**src/rtl/core/dart_pkg.sv**
```systemverilog
// Package for the divider and reloading timer: request and register codes,
// controller state type and the command/status structs between the modules.
// No dependencies.
`default_nettype none

package dart_pkg;

	// Request kinds carried in tuser
	localparam logic [1:0] REQ_TICK  = 2'd0;
	localparam logic [1:0] REQ_WRITE = 2'd1;
	localparam logic [1:0] REQ_READ  = 2'd2;

	// Register indexes
	localparam logic [1:0] REG_DIV  = 2'd0;
	localparam logic [1:0] REG_CNT  = 2'd1;
	localparam logic [1:0] REG_MOD  = 2'd2;
	localparam logic [1:0] REG_CTRL = 2'd3;

	// Counter period selects
	localparam logic [1:0] RATE_256 = 2'd0;
	localparam logic [1:0] RATE_4   = 2'd1;
	localparam logic [1:0] RATE_16  = 2'd2;
	localparam logic [1:0] RATE_64  = 2'd3;

	localparam logic [7:0] DIV_RESET = 8'h18;

	// Increments per tick: at most (255 + 255) / 4
	localparam int STEP_W = 7;

	localparam int S_TDATA_W = 24;
	localparam int M_TDATA_W = 16;

	typedef enum logic [1:0] {
		ST_IDLE,
		ST_STEP,
		ST_DONE
	} state_t;

	typedef struct packed {
		logic load;
		logic step;
		logic emit;
	} cmd_t;

	typedef struct packed {
		logic steps_left;
	} status_t;

endpackage

`default_nettype wire

```
**src/rtl/core/divider_and_reloading_timer.sv**
```systemverilog
// Four-register timer: free-running divider and reloading counter with
// interrupt request. Top level; uses dart_pkg, dart_ctrl, dart_datapath.
//
// Each item is a tick, a register write or a register read, and gives one
// result item. An item is loaded when accepted, then passes ST_STEP and ST_DONE
// into the output register; a tick stays in ST_STEP for n counter increments, where n
// is at most 127 with the period of 4, since the counter advances by one increment
// a cycle so that each wrap reloads from the modulo register. A finished result
// waits in the output register while the next item is taken. The divider resets
// to 0x18, all other registers to zero.
`default_nettype none

module divider_and_reloading_timer
	import dart_pkg::*;
(
	input  wire logic                 clk,
	input  wire logic                 arst_n,
	input  wire logic                 s_tvalid,
	output logic                      s_tready,
	// [1:0] reg_index, [9:2] write_data, [17:10] cycle_count, rest zero
	input  wire logic [S_TDATA_W-1:0] s_tdata,
	// [1:0] req_type
	input  wire logic [1:0]           s_tuser,
	output logic                      m_tvalid,
	input  wire logic                 m_tready,
	// [7:0] read_data, [8] irq_request, rest zero
	output logic [M_TDATA_W-1:0]      m_tdata
);

	cmd_t    cmd;
	status_t status;

	dart_ctrl u_ctrl (
		.clk      (clk),
		.arst_n   (arst_n),
		.s_tvalid (s_tvalid),
		.s_tready (s_tready),
		.m_tvalid (m_tvalid),
		.m_tready (m_tready),
		.status   (status),
		.cmd      (cmd)
	);

	dart_datapath u_datapath (
		.clk         (clk),
		.arst_n      (arst_n),
		.req_type    (s_tuser),
		.reg_index   (s_tdata[1:0]),
		.write_data  (s_tdata[9:2]),
		.cycle_count (s_tdata[17:10]),
		.cmd         (cmd),
		.status      (status),
		.out_data    (m_tdata)
	);

endmodule

`default_nettype wire

```
**src/rtl/core/dart_ctrl.sv**
```systemverilog
// Controller state machine of the timer: takes items, sequences counter
// increments and hands results to the output register. Uses dart_pkg.
`default_nettype none

module dart_ctrl
	import dart_pkg::*;
(
	input  wire logic    clk,
	input  wire logic    arst_n,
	input  wire logic    s_tvalid,
	output logic         s_tready,
	output logic         m_tvalid,
	input  wire logic    m_tready,
	input  wire status_t status,
	output cmd_t         cmd
);

	state_t state_q;
	state_t state_d;
	logic   out_valid_q;

	// State register
	always_ff @(posedge clk or negedge arst_n) begin
		if (!arst_n) begin
			state_q <= ST_IDLE;
		end else begin
			state_q <= state_d;
		end
	end

	// Next state and commands
	always_comb begin
		state_d  = state_q;
		cmd      = '0;
		s_tready = 1'b0;
		case (state_q)
			ST_IDLE: begin
				s_tready = 1'b1;
				if (s_tvalid) begin
					cmd.load = 1'b1;
					state_d  = ST_STEP;
				end
			end
			ST_STEP: begin
				if (status.steps_left) begin
					cmd.step = 1'b1;
				end else begin
					state_d = ST_DONE;
				end
			end
			ST_DONE: begin
				if (!out_valid_q || m_tready) begin
					cmd.emit = 1'b1;
					state_d  = ST_IDLE;
				end
			end
			default: begin
				state_d = ST_IDLE;
			end
		endcase
	end

	// Hold the output valid until the item is taken
	always_ff @(posedge clk or negedge arst_n) begin
		if (!arst_n) begin
			out_valid_q <= 1'b0;
		end else if (cmd.emit) begin
			out_valid_q <= 1'b1;
		end else if (m_tready) begin
			out_valid_q <= 1'b0;
		end
	end

	assign m_tvalid = out_valid_q;

endmodule

`default_nettype wire

```
**src/rtl/core/dart_datapath.sv**
```systemverilog
// Datapath of the timer: divider, counter, modulo and control registers,
// the increment step counter and the output register. Uses dart_pkg.
`default_nettype none

module dart_datapath
	import dart_pkg::*;
(
	input  wire logic                   clk,
	input  wire logic                   arst_n,
	input  wire logic [1:0]             req_type,
	input  wire logic [1:0]             reg_index,
	input  wire logic [7:0]             write_data,
	input  wire logic [7:0]             cycle_count,
	input  wire cmd_t                   cmd,
	output status_t                     status,
	output logic [M_TDATA_W-1:0]        out_data
);

	logic [7:0]        div_sub_q;
	logic [7:0]        cnt_sub_q;
	logic [7:0]        div_q;
	logic [7:0]        cnt_q;
	logic [7:0]        mod_q;
	logic              en_q;
	logic [1:0]        rate_q;
	logic [STEP_W-1:0] steps_q;
	logic              irq_q;
	logic [7:0]        rd_q;
	logic [M_TDATA_W-1:0] out_q;

	logic [8:0]        div_acc;
	logic [8:0]        cnt_acc;
	logic [STEP_W-1:0] steps_d;
	logic [7:0]        sub_d;
	logic [7:0]        rd_d;

	// Sub-count sums of the tick
	assign div_acc = {1'b0, div_sub_q} + {1'b0, cycle_count};
	assign cnt_acc = {1'b0, cnt_sub_q} + {1'b0, cycle_count};

	// Split the counter sum into whole periods and remainder
	always_comb begin
		case (rate_q)
			RATE_256: begin
				steps_d = {{(STEP_W-1){1'b0}}, cnt_acc[8]};
				sub_d   = cnt_acc[7:0];
			end
			RATE_4: begin
				steps_d = cnt_acc[8:2];
				sub_d   = {6'd0, cnt_acc[1:0]};
			end
			RATE_16: begin
				steps_d = {2'd0, cnt_acc[8:4]};
				sub_d   = {4'd0, cnt_acc[3:0]};
			end
			RATE_64: begin
				steps_d = {4'd0, cnt_acc[8:6]};
				sub_d   = {2'd0, cnt_acc[5:0]};
			end
			default: begin
				steps_d = '0;
				sub_d   = cnt_acc[7:0];
			end
		endcase
	end

	// Register read mux
	always_comb begin
		case (reg_index)
			REG_DIV:  rd_d = div_q;
			REG_CNT:  rd_d = cnt_q;
			REG_MOD:  rd_d = mod_q;
			REG_CTRL: rd_d = {5'd0, en_q, rate_q};
			default:  rd_d = 8'd0;
		endcase
	end

	// Timer state: load on an item, advance the counter one increment a step
	always_ff @(posedge clk or negedge arst_n) begin
		if (!arst_n) begin
			div_sub_q <= 8'd0;
			cnt_sub_q <= 8'd0;
			div_q     <= DIV_RESET;
			cnt_q     <= 8'd0;
			mod_q     <= 8'd0;
			en_q      <= 1'b0;
			rate_q    <= RATE_256;
			steps_q   <= '0;
			irq_q     <= 1'b0;
			rd_q      <= 8'd0;
		end else if (cmd.load) begin
			irq_q <= 1'b0;
			case (req_type)
				REQ_TICK: begin
					rd_q      <= 8'd0;
					div_sub_q <= div_acc[7:0];
					div_q     <= div_q + {7'd0, div_acc[8]};
					if (en_q) begin
						steps_q   <= steps_d;
						cnt_sub_q <= sub_d;
					end else begin
						steps_q <= '0;
					end
				end
				REQ_WRITE: begin
					rd_q    <= 8'd0;
					steps_q <= '0;
					case (reg_index)
						REG_DIV:  div_q <= 8'd0;
						REG_CNT:  cnt_q <= write_data;
						REG_MOD:  mod_q <= write_data;
						REG_CTRL: begin
							rate_q <= write_data[1:0];
							en_q   <= write_data[2];
						end
						default: begin
							div_q <= div_q;
						end
					endcase
				end
				REQ_READ: begin
					rd_q    <= rd_d;
					steps_q <= '0;
				end
				default: begin
					rd_q    <= 8'd0;
					steps_q <= '0;
				end
			endcase
		end else if (cmd.step) begin
			steps_q <= steps_q - {{(STEP_W-1){1'b0}}, 1'b1};
			if (cnt_q == 8'hFF) begin
				cnt_q <= mod_q;
				irq_q <= 1'b1;
			end else begin
				cnt_q <= cnt_q + 8'd1;
			end
		end
	end

	// Output register
	always_ff @(posedge clk) begin
		if (cmd.emit) begin
			out_q <= {{(M_TDATA_W-9){1'b0}}, irq_q, rd_q};
		end
	end

	assign status.steps_left = (steps_q != '0);
	assign out_data          = out_q;

endmodule

`default_nettype wire

```
**config.mk**
```make
export PLATFORM = sky130hd
export DESIGN_NAME = divider_and_reloading_timer
export DESIGN_NICKNAME = d
export VERILOG_FILES = /design/src/rtl/core/dart_pkg.sv /design/src/rtl/core/divider_and_reloading_timer.sv /design/src/rtl/core/dart_ctrl.sv /design/src/rtl/core/dart_datapath.sv
export SDC_FILE = /design/constraint.sdc
export NUM_CORES = 1
export LEC_CHECK = 0
export ABC_AREA = 1
export CAP_MARGIN = 0
export CORE_ASPECT_RATIO = 1.4
export CORE_MARGIN = 4
export CORE_UTILIZATION = 39
export CTS_CLUSTER_DIAMETER = 200
export CTS_CLUSTER_SIZE = 20
export DETAILED_ROUTE_END_ITERATION = 8
export DONT_BUFFER_PORTS = 1
export PLACE_DENSITY = 0.67
export SYNTH_ARGS = -nofsm -noshare
export SYNTH_HDL_FRONTEND = slang
export SYNTH_SLANG_ARGS = --single-unit
```
**constraint.sdc**
```tcl
create_clock -name clk -period 2.4 [get_ports clk]
set_clock_uncertainty 0.05 [all_clocks]
set_input_delay 0.12 -clock clk [delete_from_list [all_inputs] [get_ports clk]]
set_output_delay 0.12 -clock clk [all_outputs]
set_load 0.02 [all_outputs]
```
==> summary.txt, run 1 <==
Run status
  – Outcome: complete, but fails checks
  – Failing checks: setup timing

CTS
  – Worst skew pair latency: 0.34 ns
  – Root Buffer: clkbuf_16
  – CTS buffer count: 9
  – # clock sinks: 71
  – Clock transition at the registers of the reported paths: 0.06 ns
  – Clock buffer depth: 2
  – Clock tree from TritonCTS: done
  – H-tree Lvls: 3

Synthesis
  – Synth top cells by count: nand2_1, inv_1, dfrtp_1
  – Most frequent cell after synthesis: nand2_1
  – Area leader, netlist: dfrtp_1
  – Yosys top cell area share: 0.3442
  – Sequential area share after synthesis: 0.4182
  – Synthesis-stage register bit count: 71
  – Primary FF master, synth: dfrtp_1
  – EDFF count, synth: 9
  – Syn Area/Cell: 7.775 sq um
  – Async SR Flop Fraction: 0.8732
  – Unique masters post-synth: 45
  – Mapped Cells: 561
  – Yosys warns: 0
  – Top post-synthesis cells by area: dfrtp_1, nand2_1, inv_1
  – Netlist Area Pre-Place: 4362 sq um

Timing
  – Max-slew violations: 0
  – Period utilisation layout: 1.073
  – Setup WS post-layout: -0.1760 ns
  – Minimum clock period: 2.576 ns
  – RSZ-0062 raised after global routing: yes
  – Setup violators final: 6
  – Peak Freq: 388.2 MHz
  – Hold Vio Cnt, Final: 0

Place
  – Pre-CTS setup slack: -0.2190 ns
  – Final HPWL DP: 7.677 mm
  – Placed insts: 702
  – PortBufs: 0
  – GPL Wtd Cong: 0.9124

Floorplanning
  – Starting Density: 0.3993
  – Die area: 12960 sq um
  – DIE HEIGHT: 133.1 um
  – Site Rows: 45
  – Ports: 48
  – DIE WIDTH: 97.38 um
  – Core ar.: 10920 sq um

Drt
  – DR vias/cell: 5.170
  – First DRT Iteration DRCs: 177
  – Vias: 3800
  – Antenna viol nets, final: 0
  – WL per Instance: 14.31 um
  – DRC errors left: 0
  – Final WL: 10.52 mm
  – 1st-pass router iterations: 5

Global route
  – Vias in the first global route: 3711
  – GR Overflow Total: 0
  – Tot GR Track Use: 0.1676
  – Initial antenna violation count: 0
  – First-pass GRT wire length: 17.73 mm
  – Largest net degree at the start of global routing: 63

Setup path
  – CP startpoint: u_datapath.div_sub_q[0]
  – CP arrival: 2.73 ns
  – WS Path Type: flop to flop
  – Worst R2R Start: u_datapath.div_sub_q[0]
  – WP data required: 2.55 ns
  – Worst Setup End Kind: flop
  – Startpoint Class: flop
  – CP Max Fanout: 3

Layout
  – Layout area overhead: 16.67%
  – Finished Layout Cells: 735
  – Diode count: 0
  – Layout cells sized above 1: 0.1263
  – Fin util: 0.4659
  – Fin nets: 642

Power and ir drop
  – Leakage power total: 2.520 nW
  – Cell Pwr Density: 1172 nW/um^2
  – Maximum vdd drop: 505.2 uV

Worst hold path
  – Min-Delay Path Class: input port to flop
  – Worst hold start: s_tdata[1]

Flow run
  – Max-cap check violation count: 0
## flip-flops by register name, indices dropped and copies added, names as in the netlist
name                  count
u_datapath.cnt_sub_q      8
u_ctrl.m_tvalid           1
u_ctrl.state_q            2
u_datapath.div_sub_q      8
u_datapath.rate_q         2
u_datapath.steps_q        7
u_datapath.out_data       9
u_datapath.div_q          8
u_datapath.en_q           1
u_datapath.mod_q          8
u_datapath.irq_q          1
u_datapath.cnt_q          8
u_datapath.rd_q           8
## per-layer routing
metal	GRT usage	share of wire	up-vias
li1	-	-	1884
met1	0.1915	0.41	1815
met2	0.3066	0.53	85
met3	0.03195	0.036	16
met4	0.06467	0.022	0
met5	0	0	-
## logic make-up (layout without fill, tap and decap cells)
logic type | count (synthesis) | after routing | share of synthesized area
AOI/OAI and AO/OA | 113 | 113 | 0.1443
xor gates and xnor gates | 6 | 6 | 0.01205
adders and majority gates | 23 | 23 | 0.06942
buffers and inverters | 101 | 128 | 0.09667
DFF | 71 | 71 | 0.4182
other | 1 | 7 | 0.0008598
and+or+nand+nor | 246 | 246 | 0.2585
## placed cells by master, fill, tap and decap left out, types with 3 or more instances in the layout
cell / count
nor2_4: 5
o21ai_0: 51
inv_2: 9
nor3_1: 6
nand3_1: 37
nand2_4: 3
edfxtp_1: 9
inv_1: 76
a22o_1: 3
buf_4: 10
conb_1: 7
xor2_1: 4
a21oi_1: 27
dlygate4sd3_1: 14
nand2_1: 129
nand4_1: 6
o21ai_1: 14
dfrtp_1: 60
clkbuf_16: 9
a221oi_1: 3
ha_2: 3
nand2_2: 5
nor2_1: 38
ha_1: 18
## report_power, final
part           leakage, nW  total (mW)  internal [mW]  switching [mW]
combinational         1.51        2.48          0.960            1.52
sequential           0.873        2.20           1.73           0.470
clock                0.136        1.29          0.723           0.564
total                 2.52        5.96           3.41            2.56
## worst max-delay path: stages (launching register included)
cell,delay [ns]
dfrtp_1,0.38
ha_2,0.19
fa_2,0.35
nand3_2,0.08
nand3_2,0.09
nand2_2,0.09
nand2_2,0.05
a21oi_2,0.13
nor2_1,0.07
o21ai_1,0.11
nand2_1,0.07
ha_2,0.18
ha_2,0.17
inv_2,0.08
nor4_2,0.06
xor2_1,0.14
nand3_1,0.07
o21ai_0,0.09
## final cells by class
type                            count  area, sq um
Sequential cell                    71         1824
Inverter                           86        327.8
Timing Repair Buffer               26        254.0
Multi-Input combinational cell    395         2217
Fill cell                        1052         5834
Tap cell                          141        176.4
Clock inverter                      7        63.81
Clock buffer                        9        225.2
## worst paths after layout
kind / endpoint / slack (ns) / depth (start not counted)
setup / recovery: u_datapath.div_q[6] / -0.18 / 17
hold / removal: u_datapath.rd_q[4] / 0.01 / 3
setup reg to reg: u_datapath.div_q[6] / -0.18 / 17
hold reg to reg: u_datapath.out_data[3] / 0.39 / 0
max in group asynchronous: u_datapath.div_q[4] / 1.74 / 2
min in group asynchronous: u_datapath.mod_q[5] / 0.25 / 2
## per-stage QoR
| step | setup TNS, ns | cell area (sq um) | hold WS [ns] | power, mW |
|---|---|---|---|---|
| after floorplan | -0.01425 | 4393 | -0.2256 | 3.919 |
| after global placement | -0.3539 | 4543 | -0.2231 | 4.441 |
| after detailed placement | -0.9512 | 4543 | -0.2232 | 4.522 |
| after CTS | -0.4004 | 5056 | 0.01159 | 5.953 |
| after global routing | -1.599 | 5089 | 0.02214 | 6.488 |
| final | -0.7028 | 5089 | 0.01149 | 5.965 |
## repair_timing
| action | in CTS | in global routing |
|---|---|---|
| gates cloned | 0 | 0 |
| buffers inserted | 2 | 0 |
| gates resized for setup | 13 | 8 |
| pin swaps | 3 | 2 |
| hold buffers | 15 | 0 |
| endpoints found under the hold margin | 81 | 0 |
| endpoints found under the setup margin | 7 | 7 |
No activity file was read; power rests on OpenSTA's default activity.
==> run 2: changes to the inputs <==
Settings changed: CORE_UTILIZATION 39 to 40, CTS_BUF_LIST set to sky130_fd_sc_hd__clkbuf_16, PLACE_DENSITY 0.67 to 0.68.
==> summary.txt, run 2 (synthesis results as in run 1) <==
Timing
  – WHS: 0.002806 ns
  – Max-slew violations: 0
  – Period utilisation layout: 1.066
  – Setup WS post-layout: -0.1581 ns
  – Setup violators final: 6
  – RSZ-0062 raised after global routing: yes
  – Setup TNS: -0.4635 ns
  – Hold Vio Cnt, Final: 0
  – Minimum clock period: 2.558 ns
  – Peak Freq: 390.9 MHz

CTS
  – # clock sinks: 71
  – Worst skew pair latency: 0.34 ns
  – Clock transition at the registers of the reported paths: 0.06 ns
  – H-tree Lvls: 3
  – Clock buffer depth: 2
  – Root Buffer: clkbuf_16
  – CTS buffer count: 9
  – Clock tree from TritonCTS: done

Setup path
  – CP arrival: 2.74 ns
  – CP Max Fanout: 3
  – WS Path Type: flop to flop
  – Worst-path cell chain: ha_2 -> fa_2 -> nand3_2 -> nand3_2 -> nand2_2 -> nand2_2 -> a21oi_2 -> nor2_1 -> o21ai_1 -> nand2_1 -> ha_4 -> ha_4 -> inv_4 -> nor4_4 -> xor2_1 -> nand3_1 -> o21ai_1
  – Worst Setup End Kind: flop
  – WP data required: 2.58 ns
  – CP startpoint: u_datapath.div_sub_q[0]
  – Critical path buffers and inverters: 1
  – Slowest cell delay on critical path: 0.38 ns
  – Worst R2R Start: u_datapath.div_sub_q[0]
  – Startpoint Class: flop
  – Worst r2r path cells: 17
  – Slowest CP cell: dfrtp_1
  – CP delay by family, top: adder cells
  – R2R Setup Slk: -0.16 ns
  – Worst R2R End: u_datapath.div_q[6]

Power and ir drop
  – Leakage power total: 2.579 nW
  – Maximum vdd drop: 558.2 uV
  – Cell Pwr Density: 1209 nW/um^2
  – Power, Total: 6.292 mW

Drt
  – WL per Instance: 14.39 um
  – Vias: 3818
  – 1st-pass router iterations: 4
  – Antenna viol nets, final: 0
  – DR vias/cell: 5.139
  – DRC errors left: 0
  – Final WL: 10.70 mm
  – First DRT Iteration DRCs: 214

Floorplanning
  – DIE WIDTH: 96.26 um
  – Site Rows: 44
  – Core ar.: 10520 sq um
  – Starting Density: 0.4148
  – Ports: 48
  – Die area: 12660 sq um
  – DIE HEIGHT: 131.6 um

Place
  – Placed insts: 698
  – Final HPWL DP: 7.685 mm
  – Placed cell areas: 4532 sq um
  – PortBufs: 0
  – GPL Wtd Cong: 0.8723

Global route
  – Largest net degree at the start of global routing: 63
  – Vias in the first global route: 3764
  – Most used routing layer in global routing: met2
  – GR Overflow Total: 0
  – Tot GR Track Use: 0.1787
  – First-pass GRT wire length: 17.77 mm
  – M1 GR Usage: 0.2073
  – Met2 Use GR: 0.2981
  – Met3 usage: 0.04805
  – Initial antenna violation count: 0

Layout
  – Register area: 1824 sq um
  – Fin nets: 653
  – Area occupied by multi-input gates: 2233 sq um
  – Most common cell after layout, fill and taps aside: nand2_1
  – Most frequent cells in the layout: nand2_1, inv_1, dfrtp_1
  – Layout area overhead: 19.31%
  – Fill count: 972
  – Layout cells sized above 1: 0.1421
  – Max reg flops: 9
  – Finished Layout Cells: 743
  – Diode count: 0
  – Cell area after layout: 5204 sq um

Run status
  – Outcome: complete, but fails checks
  – Failing checks: setup timing

Worst hold path
  – Endpoint, Worst Hold: u_datapath.cnt_q[1]
  – Min-Delay Path Class: input port to flop
  – Worst hold stages: 2
  – Worst hold start: s_tdata[3]

Flow run
  – Max-cap check violation count: 0
## run 2: repair_timing
item | in CTS | in global routing
pin swaps | 10 | 10
setup buffers | 18 | 1
gates resized for setup | 17 | 7
endpoints found under the hold margin | 80 | 0
setup endpoints to repair | 6 | 10
hold buffers | 14 | 0
## run 2: worst register-to-register path: cells and delay by family, from the launching register on
family / cells / cell delay, ns
and+or+nand+nor: 8 / 0.57
DFF: 1 / 0.38
AOI/OAI and AO/OA: 3 / 0.34
xor gates and xnor gates: 1 / 0.16
adders and majority gates: 4 / 0.89
buffers and inverters: 1 / 0.07
## run 2: power by group
| group | total, mW | internal [mW] | switching, mW | leakage [nW] |
|---|---|---|---|---|
| clock network | 1.44 | 0.901 | 0.537 | 0.147 |
| registers | 2.19 | 1.73 | 0.459 | 0.873 |
| logic | 2.67 | 1.10 | 1.57 | 1.56 |
## run 2: routing by layer
metal | vias up | part of all wire
met5 | - | 0
li1 | 1919 | -
met3 | 21 | 0.054
met2 | 83 | 0.51
met1 | 1795 | 0.41
met4 | 0 | 0.028
## run 2: worst max-delay path by stage
stage,to,cells after the start
floorplan,u_datapath.div_q[6],17
CTS,u_datapath.div_q[6],17
global route,u_datapath.div_q[6],17
finish,u_datapath.div_q[6],17
global placement,u_datapath.div_q[6],17
detailed placement,u_datapath.div_q[4],17
## run 2: layout make-up
type,count,area share
repair buffers,37,0.06348
flip-flops and latches,71,0.3506
multi-input cells,395,0.4292
clock buffers,9,0.04328
clock inverters,7,0.01683
inverters,86,0.06348
well taps,138,0.03318
## run 2: stage by stage
stage / worst slack [ns] / util
finish: -0.1581 / 0.4949
global route: -0.3204 / 0.4949
global placement: -0.1483 / 0.4310
CTS: -0.2046 / 0.4935
detailed placement: -0.2212 / 0.4310
floorplan: -0.01425 / -
